**src/sv/ldseg_pkg.sv**
```systemverilog
`timescale 1ns / 1ps
// ----------------------------------------------------------------------------
// ldseg_pkg
// Shared types and codes of the data segmenter: item classes, status and
// segment type codes, register indexes, and the structs passed between parts.
// ----------------------------------------------------------------------------
package ldseg_pkg;

   // register indexes of the configuration port
   localparam int unsigned CSR_INDEX_W = 3;
   localparam logic [CSR_INDEX_W-1:0] CSR_RED_LENGTH        = 3'd0;
   localparam logic [CSR_INDEX_W-1:0] CSR_BLOCK_LENGTH      = 3'd1;
   localparam logic [CSR_INDEX_W-1:0] CSR_MAX_SEGMENT_BYTES = 3'd2;
   localparam logic [CSR_INDEX_W-1:0] CSR_CHECKPOINT_PERIOD = 3'd3;
   localparam logic [CSR_INDEX_W-1:0] CSR_FIRST_SERIAL      = 3'd4;

   // register reset values
   localparam logic [15:0] MTU_RESET    = 16'd1400;
   localparam logic [63:0] SERIAL_RESET = 64'd1;

   // item classes decided by the front end
   typedef enum logic [1:0] {
      OP_PULL = 2'd0,
      OP_GAP  = 2'd1,
      OP_BAD  = 2'd2
   } ldseg_op_type;

   // result status codes
   typedef enum logic [2:0] {
      ST_SEGMENT = 3'd0,
      ST_NOTHING = 3'd1,
      ST_QUEUED  = 3'd2,
      ST_FULL    = 3'd3,
      ST_BEYOND  = 3'd4
   } ldseg_status_type;

   // segment type codes
   typedef enum logic [2:0] {
      SEG_RED             = 3'd0,
      SEG_RED_CP          = 3'd1,
      SEG_RED_CP_EORP     = 3'd2,
      SEG_RED_CP_EORP_EOB = 3'd3,
      SEG_GREEN           = 3'd4,
      SEG_GREEN_EOB       = 3'd5
   } ldseg_seg_type;

   // one classified input item
   typedef struct packed {
      ldseg_op_type op;
      logic [31:0]  gap_begin;
      logic [31:0]  gap_end;
      logic [63:0]  report_serial;
      logic         last_gap;
   } ldseg_item_type;

   // one stored gap
   typedef struct packed {
      logic [31:0] gap_begin;
      logic [31:0] gap_end;
      logic [63:0] report_serial;
      logic        last_gap;
   } ldseg_gap_type;

   // register values and derived sizes
   typedef struct packed {
      logic [31:0] red_length;
      logic [31:0] block_length;
      logic [31:0] eff_red;
      logic [15:0] eff_mtu;
      logic [15:0] checkpoint_period;
      logic [63:0] first_serial;
   } ldseg_cfg_type;

   // strobes that reload counters on a register write
   typedef struct packed {
      logic load_period;
      logic load_serial;
   } ldseg_cfg_load_type;

endpackage

```
**src/sv/ldseg_front.sv**
```systemverilog
`timescale 1ns / 1ps
// ----------------------------------------------------------------------------
// ldseg_front
// Accepts input items, classifies them as pull, gap or malformed gap, and
// holds them in a two-entry queue for the back end.
// ----------------------------------------------------------------------------
module ldseg_front (
   input  logic                     clock,
   input  logic                     reset,
   input  logic                     req_tvalid,
   output logic                     req_tready,
   input  logic [127:0]             req_tdata,  // gap_begin, gap_end, report_serial
   input  logic                     req_tuser,  // kind
   input  logic                     req_tlast,  // last_gap_of_report
   input  ldseg_pkg::ldseg_cfg_type cfg,
   output logic                     q_valid,
   output ldseg_pkg::ldseg_item_type q_item,
   input  logic                     q_pop
);

   ldseg_pkg::ldseg_item_type entry_ff [2];
   ldseg_pkg::ldseg_item_type new_item;
   logic       wr_ptr_ff, wr_ptr_in;
   logic       rd_ptr_ff, rd_ptr_in;
   logic [1:0] count_ff, count_in;
   logic       push;

   // classify the incoming item
   always_comb begin
      new_item.gap_begin     = req_tdata[31:0];
      new_item.gap_end       = req_tdata[63:32];
      new_item.report_serial = req_tdata[127:64];
      new_item.last_gap      = req_tlast;
      if (!req_tuser) begin
         new_item.op = ldseg_pkg::OP_PULL;
      end else if ((req_tdata[63:32] < req_tdata[31:0]) ||
                   (req_tdata[63:32] >= cfg.eff_red)) begin
         new_item.op = ldseg_pkg::OP_BAD;
      end else begin
         new_item.op = ldseg_pkg::OP_GAP;
      end
   end

   assign req_tready = (count_ff != 2'd2);
   assign push       = req_tvalid && req_tready;
   assign q_valid    = (count_ff != 2'd0);
   assign q_item     = entry_ff[rd_ptr_ff];

   // advance pointers and fill count
   always_comb begin
      wr_ptr_in = push  ? ~wr_ptr_ff : wr_ptr_ff;
      rd_ptr_in = q_pop ? ~rd_ptr_ff : rd_ptr_ff;
      count_in  = count_ff;
      if (push && !q_pop) begin
         count_in = count_ff + 2'd1;
      end else if (!push && q_pop) begin
         count_in = count_ff - 2'd1;
      end
   end

   always_ff @(posedge clock) begin
      if (reset) begin
         wr_ptr_ff <= 1'b0;
         rd_ptr_ff <= 1'b0;
         count_ff  <= 2'd0;
      end else begin
         wr_ptr_ff <= wr_ptr_in;
         rd_ptr_ff <= rd_ptr_in;
         count_ff  <= count_in;
      end
   end

   // hold queued items
   always_ff @(posedge clock) begin
      if (push) begin
         entry_ff[wr_ptr_ff] <= new_item;
      end
   end

endmodule

```
**src/sv/ldseg_back.sv**
```systemverilog
`timescale 1ns / 1ps
// ----------------------------------------------------------------------------
// ldseg_back
// Carries out one classified item per cycle while its result is taken: queues gaps
// in the gap memory, splits queued gaps, runs the first pass, registers the result.
// ----------------------------------------------------------------------------
module ldseg_back #(
   parameter int unsigned GAP_QUEUE_DEPTH = 16
) (
   input  logic                          clock,
   input  logic                          reset,
   input  ldseg_pkg::ldseg_cfg_type      cfg,
   input  ldseg_pkg::ldseg_cfg_load_type cfg_load,
   input  logic                          q_valid,
   input  ldseg_pkg::ldseg_item_type     q_item,
   output logic                          q_pop,
   output logic                          rsp_tvalid,
   input  logic                          rsp_tready,
   // segment_offset, segment_length, segment_type, checkpoint_serial,
   // answered_report, zero fill
   output logic [183:0]                  rsp_tdata,
   output logic [2:0]                    rsp_tuser,  // status
   output logic                          rsp_tlast   // first_pass_done
);

   localparam int unsigned PTR_W = $clog2(GAP_QUEUE_DEPTH);
   localparam int unsigned CNT_W = $clog2(GAP_QUEUE_DEPTH + 1);
   localparam logic [PTR_W-1:0] PTR_LAST = PTR_W'(GAP_QUEUE_DEPTH - 1);
   localparam logic [CNT_W-1:0] CNT_FULL = CNT_W'(GAP_QUEUE_DEPTH);

   // gap memory and its registered head read
   ldseg_pkg::ldseg_gap_type gap_mem [GAP_QUEUE_DEPTH];
   ldseg_pkg::ldseg_gap_type head_ff;
   ldseg_pkg::ldseg_gap_type gap_wdata;
   logic                     gap_we;

   logic [PTR_W-1:0] gap_head_ff, gap_head_in;
   logic [PTR_W-1:0] gap_tail_ff, gap_tail_in;
   logic [CNT_W-1:0] gap_count_ff, gap_count_in;
   logic [31:0]      split_ff, split_in;
   logic             splitting_ff, splitting_in;
   logic [31:0]      fp_index_ff, fp_index_in;
   logic [15:0]      countdown_ff, countdown_in;
   logic [63:0]      serial_ff, serial_in;

   // result register
   logic                         out_valid_ff, out_valid_in;
   ldseg_pkg::ldseg_status_type  out_status_ff, out_status_in;
   logic [31:0]                  out_offset_ff, out_offset_in;
   logic [15:0]                  out_length_ff, out_length_in;
   ldseg_pkg::ldseg_seg_type     out_type_ff, out_type_in;
   logic [63:0]                  out_cps_ff, out_cps_in;
   logic [63:0]                  out_rep_ff, out_rep_in;
   logic                         out_done_ff, out_done_in;

   // gap split terms
   logic [31:0] gap_pos_raw;
   logic [31:0] gap_pos;
   logic [32:0] gap_rem;
   logic [15:0] gap_len;
   logic        gap_last_piece;
   logic [32:0] gap_stop;

   // first pass terms
   logic        fp_active;
   logic        fp_in_red;
   logic [31:0] fp_rem;
   logic [15:0] fp_len;
   logic        fp_full;
   logic [31:0] fp_next;
   logic [15:0] countdown_dec;
   logic        periodic;

   assign q_pop = q_valid && (!out_valid_ff || rsp_tready);

   // size the next gap piece
   always_comb begin
      gap_pos_raw    = splitting_ff ? split_ff : head_ff.gap_begin;
      gap_pos        = (gap_pos_raw > head_ff.gap_end) ? head_ff.gap_end : gap_pos_raw;
      gap_rem        = {1'b0, head_ff.gap_end} - {1'b0, gap_pos} + 33'd1;
      gap_last_piece = (gap_rem <= {17'd0, cfg.eff_mtu});
      gap_len        = gap_last_piece ? gap_rem[15:0] : cfg.eff_mtu;
      gap_stop       = {1'b0, gap_pos} + {17'd0, gap_len};
   end

   // size the next first-pass segment
   always_comb begin
      fp_active     = (fp_index_ff < cfg.block_length);
      fp_in_red     = (fp_index_ff < cfg.eff_red);
      fp_rem        = fp_in_red ? (cfg.eff_red - fp_index_ff)
                                : (cfg.block_length - fp_index_ff);
      fp_full       = (fp_rem <= {16'd0, cfg.eff_mtu});
      fp_len        = fp_full ? fp_rem[15:0] : cfg.eff_mtu;
      fp_next       = fp_index_ff + {16'd0, fp_len};
      countdown_dec = countdown_ff - 16'd1;
      periodic      = (cfg.checkpoint_period != 16'd0) && (countdown_dec == 16'd0);
   end

   // execute the item at the queue head
   always_comb begin
      gap_head_in   = gap_head_ff;
      gap_tail_in   = gap_tail_ff;
      gap_count_in  = gap_count_ff;
      split_in      = split_ff;
      splitting_in  = splitting_ff;
      fp_index_in   = fp_index_ff;
      countdown_in  = countdown_ff;
      serial_in     = serial_ff;
      gap_we        = 1'b0;
      gap_wdata.gap_begin     = q_item.gap_begin;
      gap_wdata.gap_end       = q_item.gap_end;
      gap_wdata.report_serial = q_item.report_serial;
      gap_wdata.last_gap      = q_item.last_gap;

      out_valid_in  = out_valid_ff && !rsp_tready;
      out_status_in = out_status_ff;
      out_offset_in = out_offset_ff;
      out_length_in = out_length_ff;
      out_type_in   = out_type_ff;
      out_cps_in    = out_cps_ff;
      out_rep_in    = out_rep_ff;
      out_done_in   = out_done_ff;

      if (q_pop) begin
         out_valid_in  = 1'b1;
         out_status_in = ldseg_pkg::ST_SEGMENT;
         out_offset_in = 32'd0;
         out_length_in = 16'd0;
         out_type_in   = ldseg_pkg::SEG_RED;
         out_cps_in    = 64'd0;
         out_rep_in    = 64'd0;
         out_done_in   = 1'b0;
         unique case (q_item.op)
            ldseg_pkg::OP_GAP: begin
               if (gap_count_ff == CNT_FULL) begin
                  out_status_in = ldseg_pkg::ST_FULL;
               end else begin
                  gap_we        = 1'b1;
                  gap_tail_in   = (gap_tail_ff == PTR_LAST) ? '0 : gap_tail_ff + 1'b1;
                  gap_count_in  = gap_count_ff + 1'b1;
                  out_status_in = ldseg_pkg::ST_QUEUED;
               end
            end
            ldseg_pkg::OP_PULL: begin
               priority if (gap_count_ff != '0) begin
                  // resend a piece of the head gap
                  out_offset_in = gap_pos;
                  out_length_in = gap_len;
                  if (gap_last_piece && head_ff.last_gap) begin
                     out_type_in = ldseg_pkg::SEG_RED_CP;
                     if (gap_stop == {1'b0, cfg.eff_red}) begin
                        out_type_in = (cfg.eff_red == cfg.block_length)
                                      ? ldseg_pkg::SEG_RED_CP_EORP_EOB
                                      : ldseg_pkg::SEG_RED_CP_EORP;
                     end
                     out_cps_in = serial_ff;
                     out_rep_in = head_ff.report_serial;
                     serial_in  = serial_ff + 64'd1;
                  end
                  if (gap_last_piece) begin
                     splitting_in = 1'b0;
                     gap_head_in  = (gap_head_ff == PTR_LAST) ? '0 : gap_head_ff + 1'b1;
                     gap_count_in = gap_count_ff - 1'b1;
                  end else begin
                     splitting_in = 1'b1;
                     split_in     = gap_stop[31:0];
                  end
               end else if (fp_active) begin
                  // next first-pass segment
                  out_offset_in = fp_index_ff;
                  out_length_in = fp_len;
                  fp_index_in   = fp_next;
                  out_done_in   = (fp_next == cfg.block_length);
                  if (fp_in_red) begin
                     if (cfg.checkpoint_period != 16'd0) begin
                        countdown_in = periodic ? cfg.checkpoint_period : countdown_dec;
                     end
                     if (fp_full) begin
                        out_type_in = (cfg.eff_red == cfg.block_length)
                                      ? ldseg_pkg::SEG_RED_CP_EORP_EOB
                                      : ldseg_pkg::SEG_RED_CP_EORP;
                     end else if (periodic) begin
                        out_type_in = ldseg_pkg::SEG_RED_CP;
                     end
                     if (fp_full || periodic) begin
                        out_cps_in = serial_ff;
                        serial_in  = serial_ff + 64'd1;
                     end
                  end else begin
                     out_type_in = fp_full ? ldseg_pkg::SEG_GREEN_EOB
                                           : ldseg_pkg::SEG_GREEN;
                  end
               end else begin
                  out_status_in = ldseg_pkg::ST_NOTHING;
               end
            end
            default: begin
               out_status_in = ldseg_pkg::ST_BEYOND;
            end
         endcase
      end

      // reload counters on a register write
      if (cfg_load.load_period) begin
         countdown_in = cfg.checkpoint_period;
      end
      if (cfg_load.load_serial) begin
         serial_in = cfg.first_serial;
      end
   end

   always_ff @(posedge clock) begin
      if (reset) begin
         gap_head_ff  <= '0;
         gap_tail_ff  <= '0;
         gap_count_ff <= '0;
         split_ff     <= 32'd0;
         splitting_ff <= 1'b0;
         fp_index_ff  <= 32'd0;
         countdown_ff <= 16'd0;
         serial_ff    <= ldseg_pkg::SERIAL_RESET;
         out_valid_ff <= 1'b0;
      end else begin
         gap_head_ff  <= gap_head_in;
         gap_tail_ff  <= gap_tail_in;
         gap_count_ff <= gap_count_in;
         split_ff     <= split_in;
         splitting_ff <= splitting_in;
         fp_index_ff  <= fp_index_in;
         countdown_ff <= countdown_in;
         serial_ff    <= serial_in;
         out_valid_ff <= out_valid_in;
      end
   end

   // hold result payload
   always_ff @(posedge clock) begin
      out_status_ff <= out_status_in;
      out_offset_ff <= out_offset_in;
      out_length_ff <= out_length_in;
      out_type_ff   <= out_type_in;
      out_cps_ff    <= out_cps_in;
      out_rep_ff    <= out_rep_in;
      out_done_ff   <= out_done_in;
   end

   // write gaps at the tail
   always_ff @(posedge clock) begin
      if (gap_we) begin
         gap_mem[gap_tail_ff] <= gap_wdata;
      end
   end

   // read the next head entry, forwarding a gap written at that address
   always_ff @(posedge clock) begin
      if (gap_we && (gap_tail_ff == gap_head_in)) begin
         head_ff <= gap_wdata;
      end else begin
         head_ff <= gap_mem[gap_head_in];
      end
   end

   assign rsp_tvalid = out_valid_ff;
   assign rsp_tuser  = out_status_ff;
   assign rsp_tlast  = out_done_ff;
   assign rsp_tdata  = {5'd0, out_rep_ff, out_cps_ff, out_type_ff,
                        out_length_ff, out_offset_ff};

endmodule

```
**src/sv/ltp_data_segmenter_core.sv**
```systemverilog
`timescale 1ns / 1ps
// An item passes the front-end queue entry, then the back-end result register.
// Throughput: one item per cycle unless results stall, set by the back end,
// which sizes a segment from the gap memory head or the first-pass index and
// updates its counters per item. Reset is synchronous and active high: it clears
// queues and counters and loads register defaults; the gap memory is not cleared.
// ----------------------------------------------------------------------------
// ltp_data_segmenter_core
// Cuts one block into data segment descriptors: resends queued gaps first,
// then runs the first pass over the red and green parts.
// ----------------------------------------------------------------------------
module ltp_data_segmenter_core #(
   parameter int unsigned GAP_QUEUE_DEPTH = 16
) (
   input  logic         clock,
   input  logic         reset,
   input  logic         csr_valid,
   output logic         csr_ready,
   input  logic [2:0]   csr_index,
   input  logic [63:0]  csr_data,
   input  logic         req_tvalid,
   output logic         req_tready,
   input  logic [127:0] req_tdata,  // gap_begin, gap_end, report_serial
   input  logic         req_tuser,  // kind
   input  logic         req_tlast,  // last_gap_of_report
   output logic         rsp_tvalid,
   input  logic         rsp_tready,
   // segment_offset, segment_length, segment_type, checkpoint_serial,
   // answered_report, zero fill
   output logic [183:0] rsp_tdata,
   output logic [2:0]   rsp_tuser,  // status
   output logic         rsp_tlast   // first_pass_done
);

   logic [31:0] red_length_ff;
   logic [31:0] block_length_ff;
   logic [15:0] mtu_ff;
   logic [15:0] period_ff;
   logic [63:0] first_serial_ff;

   ldseg_pkg::ldseg_cfg_type      cfg;
   ldseg_pkg::ldseg_cfg_load_type cfg_load;
   ldseg_pkg::ldseg_item_type     q_item;
   logic                          q_valid;
   logic                          q_pop;

   assign csr_ready = 1'b1;

   // store register writes
   always_ff @(posedge clock) begin
      if (reset) begin
         red_length_ff   <= 32'd0;
         block_length_ff <= 32'd0;
         mtu_ff          <= ldseg_pkg::MTU_RESET;
         period_ff       <= 16'd0;
         first_serial_ff <= ldseg_pkg::SERIAL_RESET;
      end else if (csr_valid) begin
         unique case (csr_index)
            ldseg_pkg::CSR_RED_LENGTH:        red_length_ff   <= csr_data[31:0];
            ldseg_pkg::CSR_BLOCK_LENGTH:      block_length_ff <= csr_data[31:0];
            ldseg_pkg::CSR_MAX_SEGMENT_BYTES: mtu_ff          <= csr_data[15:0];
            ldseg_pkg::CSR_CHECKPOINT_PERIOD: period_ff       <= csr_data[15:0];
            ldseg_pkg::CSR_FIRST_SERIAL:      first_serial_ff <= csr_data;
            default: begin
            end
         endcase
      end
   end

   // reload strobes are registered, so they rise in the cycle after the write and see the new value
   always_ff @(posedge clock) begin
      if (reset) begin
         cfg_load <= '0;
      end else begin
         cfg_load.load_period <= csr_valid && (csr_index == ldseg_pkg::CSR_CHECKPOINT_PERIOD);
         cfg_load.load_serial <= csr_valid && (csr_index == ldseg_pkg::CSR_FIRST_SERIAL);
      end
   end

   // derive effective sizes
   always_comb begin
      cfg.red_length        = red_length_ff;
      cfg.block_length      = block_length_ff;
      cfg.eff_red           = (red_length_ff < block_length_ff) ? red_length_ff
                                                                : block_length_ff;
      cfg.eff_mtu           = (mtu_ff == 16'd0) ? 16'd1 : mtu_ff;
      cfg.checkpoint_period = period_ff;
      cfg.first_serial      = first_serial_ff;
   end

   ldseg_front u_front (
      .clock      (clock),
      .reset      (reset),
      .req_tvalid (req_tvalid),
      .req_tready (req_tready),
      .req_tdata  (req_tdata),
      .req_tuser  (req_tuser),
      .req_tlast  (req_tlast),
      .cfg        (cfg),
      .q_valid    (q_valid),
      .q_item     (q_item),
      .q_pop      (q_pop)
   );

   ldseg_back #(
      .GAP_QUEUE_DEPTH (GAP_QUEUE_DEPTH)
   ) u_back (
      .clock      (clock),
      .reset      (reset),
      .cfg        (cfg),
      .cfg_load   (cfg_load),
      .q_valid    (q_valid),
      .q_item     (q_item),
      .q_pop      (q_pop),
      .rsp_tvalid (rsp_tvalid),
      .rsp_tready (rsp_tready),
      .rsp_tdata  (rsp_tdata),
      .rsp_tuser  (rsp_tuser),
      .rsp_tlast  (rsp_tlast)
   );

endmodule

```
**config.mk**
```make
export PLATFORM = sky130hd
export DESIGN_NAME = ltp_data_segmenter_core
export DESIGN_NICKNAME = d
export VERILOG_FILES = /design/src/sv/ldseg_pkg.sv /design/src/sv/ldseg_front.sv /design/src/sv/ldseg_back.sv /design/src/sv/ltp_data_segmenter_core.sv
export SDC_FILE = /design/constraint.sdc
export NUM_CORES = 2
export LEC_CHECK = 0
export BUFFER_PORTS_ARGS = -buffer_cell sky130_fd_sc_hd__buf_4
export CORE_MARGIN = 2
export CORE_UTILIZATION = 45
export DETAILED_ROUTE_END_ITERATION = 6
export GPL_TIMING_DRIVEN = 0
export PLACE_DENSITY = 0.63
export REMOVE_ABC_BUFFERS = 1
export SLEW_MARGIN = 30
export SYNTH_ARGS = -nofsm -noshare
export SYNTH_HDL_FRONTEND = slang
export SYNTH_SLANG_ARGS = --single-unit
```
**constraint.sdc**
```tcl
create_clock -name clock -period 25.9 [get_ports clock]
set_clock_uncertainty 0.1 [all_clocks]
set_input_delay 1.295 -clock clock [delete_from_list [all_inputs] [get_ports clock]]
set_output_delay 1.295 -clock clock [all_outputs]
set_load 0.02 [all_outputs]
```
Yosys cells after proc, flatten, opt, wreduce, memory -nomap -nowiden:

Memories as Yosys holds them, arrays and structs flattened. A register that Yosys moved wholly into a read port is not among the register bits.
Cells that the tools add are included.

* bits in registers: 508
* latch bits: 0
* memory bits (writable): 2326
* memory bits (read-only): 0
* bits of input ports: 202
* output and inout port bits: 191
* memories: 2

* $add $sub $neg: 14
* $mul: 0
* div/mod/pow operators: 0
* order comparisons: 8
* equal/unequal tests: 17
* shift-type cells: 0
* multiplexer cells: 70
* bitwise logic cells: 7
* reductions and logical operators: 49

Memory list
* u_back.gap_mem: depth 16, bits a word 129, read ports 1, clocked after memory_dff 1, write ports 1, RTL line ldseg_back.sv:32 `ldseg_pkg::ldseg_gap_type gap_mem [GAP_QUEUE_DEPTH];`
* u_front.entry_ff: depth 2, bits a word 131, read ports 1, clocked after memory_dff 1, write ports 1, RTL line ldseg_front.sv:21 `ldseg_pkg::ldseg_item_type entry_ff [2];`

Operators with widths (number)
* 64-bit two-way mux: 13
* 16-bit two-way mux: 13
* 32-bit two-way mux: 6
* 32-bit less-than comparator: 4
* 64-bit by 1-bit adder with 64-bit output (second input constant): 1
* 32-bit equality test: 2
* 32-bit subtractor: 2
* 32-bit by 16-bit adder with 33-bit output: 1
* 33-bit by 1-bit adder with 33-bit output (second input constant): 1
* 33-bit by 32-bit equality test with 1-bit output: 1
* 33-bit by 16-bit <= comparator with 1-bit output: 1
* 32-bit by 32-bit subtractor with 33-bit output: 1
* 32-bit by 16-bit adder with 32-bit output: 1
* 32-bit >= comparator: 1
* 32-bit > comparator: 1
* 32-bit by 16-bit <= comparator with 1-bit output: 1
* 16-bit logical NOT: 2
* 4-bit two-way mux: 6
* 3-bit two-way mux: 7
* 2-bit nonzero test: 10
* 1-bit two-way mux: 16
* 16-bit nonzero test: 1
* 16-bit by 1-bit subtractor with 16-bit output (second input constant): 1
* 5-bit two-way mux: 3
* other kinds (31): 69

Depth between registers and ports, before layout:

* word-level depth: 13
* mapped depth: 66
* depth with buffers taken out: 53

Cells and area by module:

Synthesis repeated with hierarchy kept, for this count alone.

* cell total of the unflattened synthesis: 7623
* area, all modules: 122495.0 um^2

Modules (own cells, without submodules)
* ldseg_back: times used 1, cells each 6093, area each 104275.0 um^2, seq. area each 70737.8 um^2
* ldseg_front: times used 1, cells each 659, area each 11260.8 um^2, seq. area each 7967.6 um^2
* ltp_data_segmenter_core: times used 1, cells each 871, area each 6959.2 um^2, seq. area each 3243.1 um^2

Least setup slack after synthesis:

Ideal clock, no wire load.

* kind: register to register
* start: register with a tool-made name
* end: register u_back.out_type_ff[1] (data pin)
* library setup time: 0.171 ns
* arrival time: 14.127 ns
* data required time: 25.629 ns
* setup slack: 11.502 ns
* cell stages (with the launch flop): 64
* path buffers: 13
* clock period less this slack: 14.398 ns
* cells stage by stage: dfxtp_1 > buf_2 > buf_2 > buf_4 > buf_2 > buf_2 > clkbuf_1 > clkbuf_1 > clkbuf_1 > mux4_2 > mux4_2 > nand2_1 > nand2_1 > ha_1 > nand4_1 > or4_1 > o211ai_1 > a31oi_4 > (+28 left out) > or3b_1 > buf_2 > buf_2 > mux2_2 > ha_1 > a211oi_1 > o21ai_0 > o31a_1 > a2bb2oi_1 > a221oi_1 > and4bb_2 > nor2_1 > nor3_1 > or3_1 > a31oi_1 > nand4bb_1 > or3_1 > o31ai_1

RTL lines
* to (signal assigned): RTL line ldseg_back.sv:241 `out_type_ff <= out_type_in;`
* to (decl): RTL line ldseg_back.sv:51 `ldseg_pkg::ldseg_seg_type out_type_ff, out_type_in;`

==> flow_summary.yaml <==
grt:
  antenna_found_initial: 26
  grt_pass1_wl_um: 500000
  first_global_vias: 73000
  grt_usage: 0.245
  grt_start_max_net_pins: 103
  overflow: 0
critical_path:
  reg2reg_depth: 58
  crit_required_ns: 26.34
  path_delay_family: "compound AO/OA/AOI/OAI gates"
  worstSetupPathType: "flip-flop to flip-flop"
  reg2reg_to: "u_back.out_type_ff[0]$_SDFFCE_PP0P_"
  max_stage_delay_ns: 0.88
  cp.depth: 58
  critPathLaunchType: "flip-flop"
  slowest_stage: "o31ai_1"
  critPathCaptureType: "flip-flop"
  cp_max_fo: 30
  cp.arrival_ns: 19.52
  cp_num_buf_inv: 11
  critPathMostFrequentCell: "o21ai_0"
  timing.reg2reg.setup_slack_ns: 6.82
clock_network:
  cts.clk_slew.worst_paths_ns: 0.06
  postCtsSetupBuffers: 0
  cts_root_buf: "clkbuf_16"
  cts_hold_buf: 0
  clk_path_buf_depth: 4
  htreeDepth: 5
  cts_tree: "yes"
  clk_latency_ns: 0.91
  cts_buffers: 298
  ctsResizeCount: 0
  cts_sinks: 2839
synth:
  ys_ff_latch: 2839
  synth_cells: 7855
  synth_most_common_cell: "edfxtp_1"
  ys_warn_count: 0
  synth_top_area_share: 0.612
  syn_area_um2: 123000
  ys_seq_area_frac: 0.665
  ys_types: 97
  synth-main-ff-cell: "edfxtp_1"
  yosys-top-cells-count: "edfxtp_1, nand2_1, mux4_2, a21oi_1, dfxtp_1"
  yosysTopAreaCell: "edfxtp_1"
  synth_edf_count: 2509
  async_flop_share: 0
  yosys-top-cells-area: "edfxtp_1, mux4_2, dfxtp_1, ha_1, nand2_1"
  syn_area_per_cell_um2: 15.7
place:
  gp_congestion: 0.957
  portBuffers: 386
  place_ws_ns: 7.20
  hpwl_um: 243000
floorplanning:
  die_area_um2: 278000
  initial_utilization: 0.451
  boundaryPins: 393
  rows: 192
  core_area_um2: 273000
  die_x_um: 527
  die_h_um: 527
sta:
  rsz0062_at_grt: "no"
  worst_pin_slew_ns: 1.14
  relSlewSlack: 0.234
  timing.fmax_mhz: 52.4
  period_minus_slack_ns: 19.08
  period_share: 0.737
  drv_slew: 0
  tns_ns: 0
  worst_slack_ns: 6.82
  finalSetupViolations: 0
  hold_viol: 0
cells_and_area:
  area_delta_synth_final_pct: 18.2
  register_area_um2: 82000
  final_nets: 9050
  nFillCells: 21600
  drive_gt1_frac: 0.230
  multiInputGateArea_um2: 38900
route:
  drtPass1Iterations: 6
  drc: 0
  via_count: 73400
  wl_per_cell_um: 28.1
  routed_via_density: 5.95
  wirelength_um: 346000
  ant_nets: 0
  drt-initial-drc-count: 7713
worst_hold_path:
  hold_path.class: "flip-flop to flip-flop"
  min_from: "first_serial_ff[7]$_SDFFE_PP0P_"
  min_path_cells: 2
  hold_path_end: "first_serial_ff[7]$_SDFFE_PP0P_"
run:
  drv_cap: 0
power_and_ir_drop:
  vdd_drop_max_uv: 79.0
  power_density_nw_per_um2: 88.9
  leakage_nw: 48.8
run_status:
  status: "finished clean"
[state kept, by name (all words and copies together) (netlist names), 32 cells and up, named ones only]
name and flops:
u_back.split_ff 32, u_back.out_rep_ff 64, block_length_ff 32, u_back.out_cps_ff 64, first_serial_ff 64, red_length_ff 32
u_back.fp_index_ff 32, u_back.gap_mem 2064, u_back.serial_ff 64, u_back.out_offset_ff 32, u_front.entry_ff 262
[logic make-up after synthesis]
family / synth area share
fa+ha+maj: 0.0344
simple gates: 0.0666
buf+inv: 0.0218
mux: 0.133
xor+xnor: 0.0207
other cells: 0.0000610
compound gates: 0.0585
flops: 0.665
[layer usage]
layer	part of all wire	vias up	track usage
li1	-	32000	-
met1	0.42	37900	0.340
met2	0.47	2985	0.391
met3	0.071	528	0.0408
met4	0.037	28	0.0861
met5	0.00052	-	0
[metrics by stage]
step	hold WS, ns	area, um^2	std cells	power (W)	util
global placement	0.336	129000	11500	0.00878	0.472
global route	0.370	146000	12300	0.0134	0.533
CTS	0.352	146000	12300	0.0130	0.533
floorplan	0.325	122000	7475	0.00763	-
detailed placement	0.346	136000	11800	0.00881	0.498
finish	0.353	146000	12300	0.0129	0.533
[where the power goes]
| group | switching, W | internal, W |
|---|---|---|
| Clock | 0.00178 | 0.00241 |
| Sequential | 0.000103 | 0.00561 |
| Combinational | 0.00202 | 0.00102 |
| Total | 0.00390 | 0.00904 |
[cells in the final DEF, fill, tap and decap left out, drive strengths merged, types with 44 or more instances in the layout]
cell type and instances:
mux2 160, nor3 85, clkbuf 370, o22ai 48, mux4 590, nor4 44
edfxtp 2509, mux2i 124, clkinv 123, dfxtp 330, xor2 91, buf 738
inv 285, a21o 68, xnor2 185, ha 329, nand2 694, nand3 120
nor2 323, a211oi 106, a21oi 432, o21ai 189, nand4 89, nor2b 155
[tightest hold or removal path, stage by stage (launching register included)]
cell	delay, ns
dfxtp_1	0.31
nand2_1	0.05
a21oi_1	0.05
[how the worst max path moves through the flow]
stage | startpoint | to
2_1_floorplan | flip-flop | u_back.out_type_ff[1]$_SDFFCE_PP0P_
3_3_place_gp | flip-flop | u_back.out_cps_ff[35]$_SDFFCE_PP0P_
3_5_place_dp | flip-flop | u_back.out_type_ff[0]$_SDFFCE_PP0P_
4_1_cts | flip-flop | u_back.out_type_ff[0]$_SDFFCE_PP0P_
5_1_grt | flip-flop | u_back.out_type_ff[0]$_SDFFCE_PP0P_
6_report | flip-flop | u_back.out_type_ff[0]$_SDFFCE_PP0P_
[final cells by class]
cell class,instances,share of cell area
flip-flops and latches,2839,0.563
multi-input cells,4364,0.267
repair buffers,738,0.0666
clock buffers,370,0.0551
well taps,3589,0.0309
clock inverters,161,0.00997
inverters,272,0.00709
diodes,8,0.000138
No activity file was read; power rests on OpenSTA's default activity.
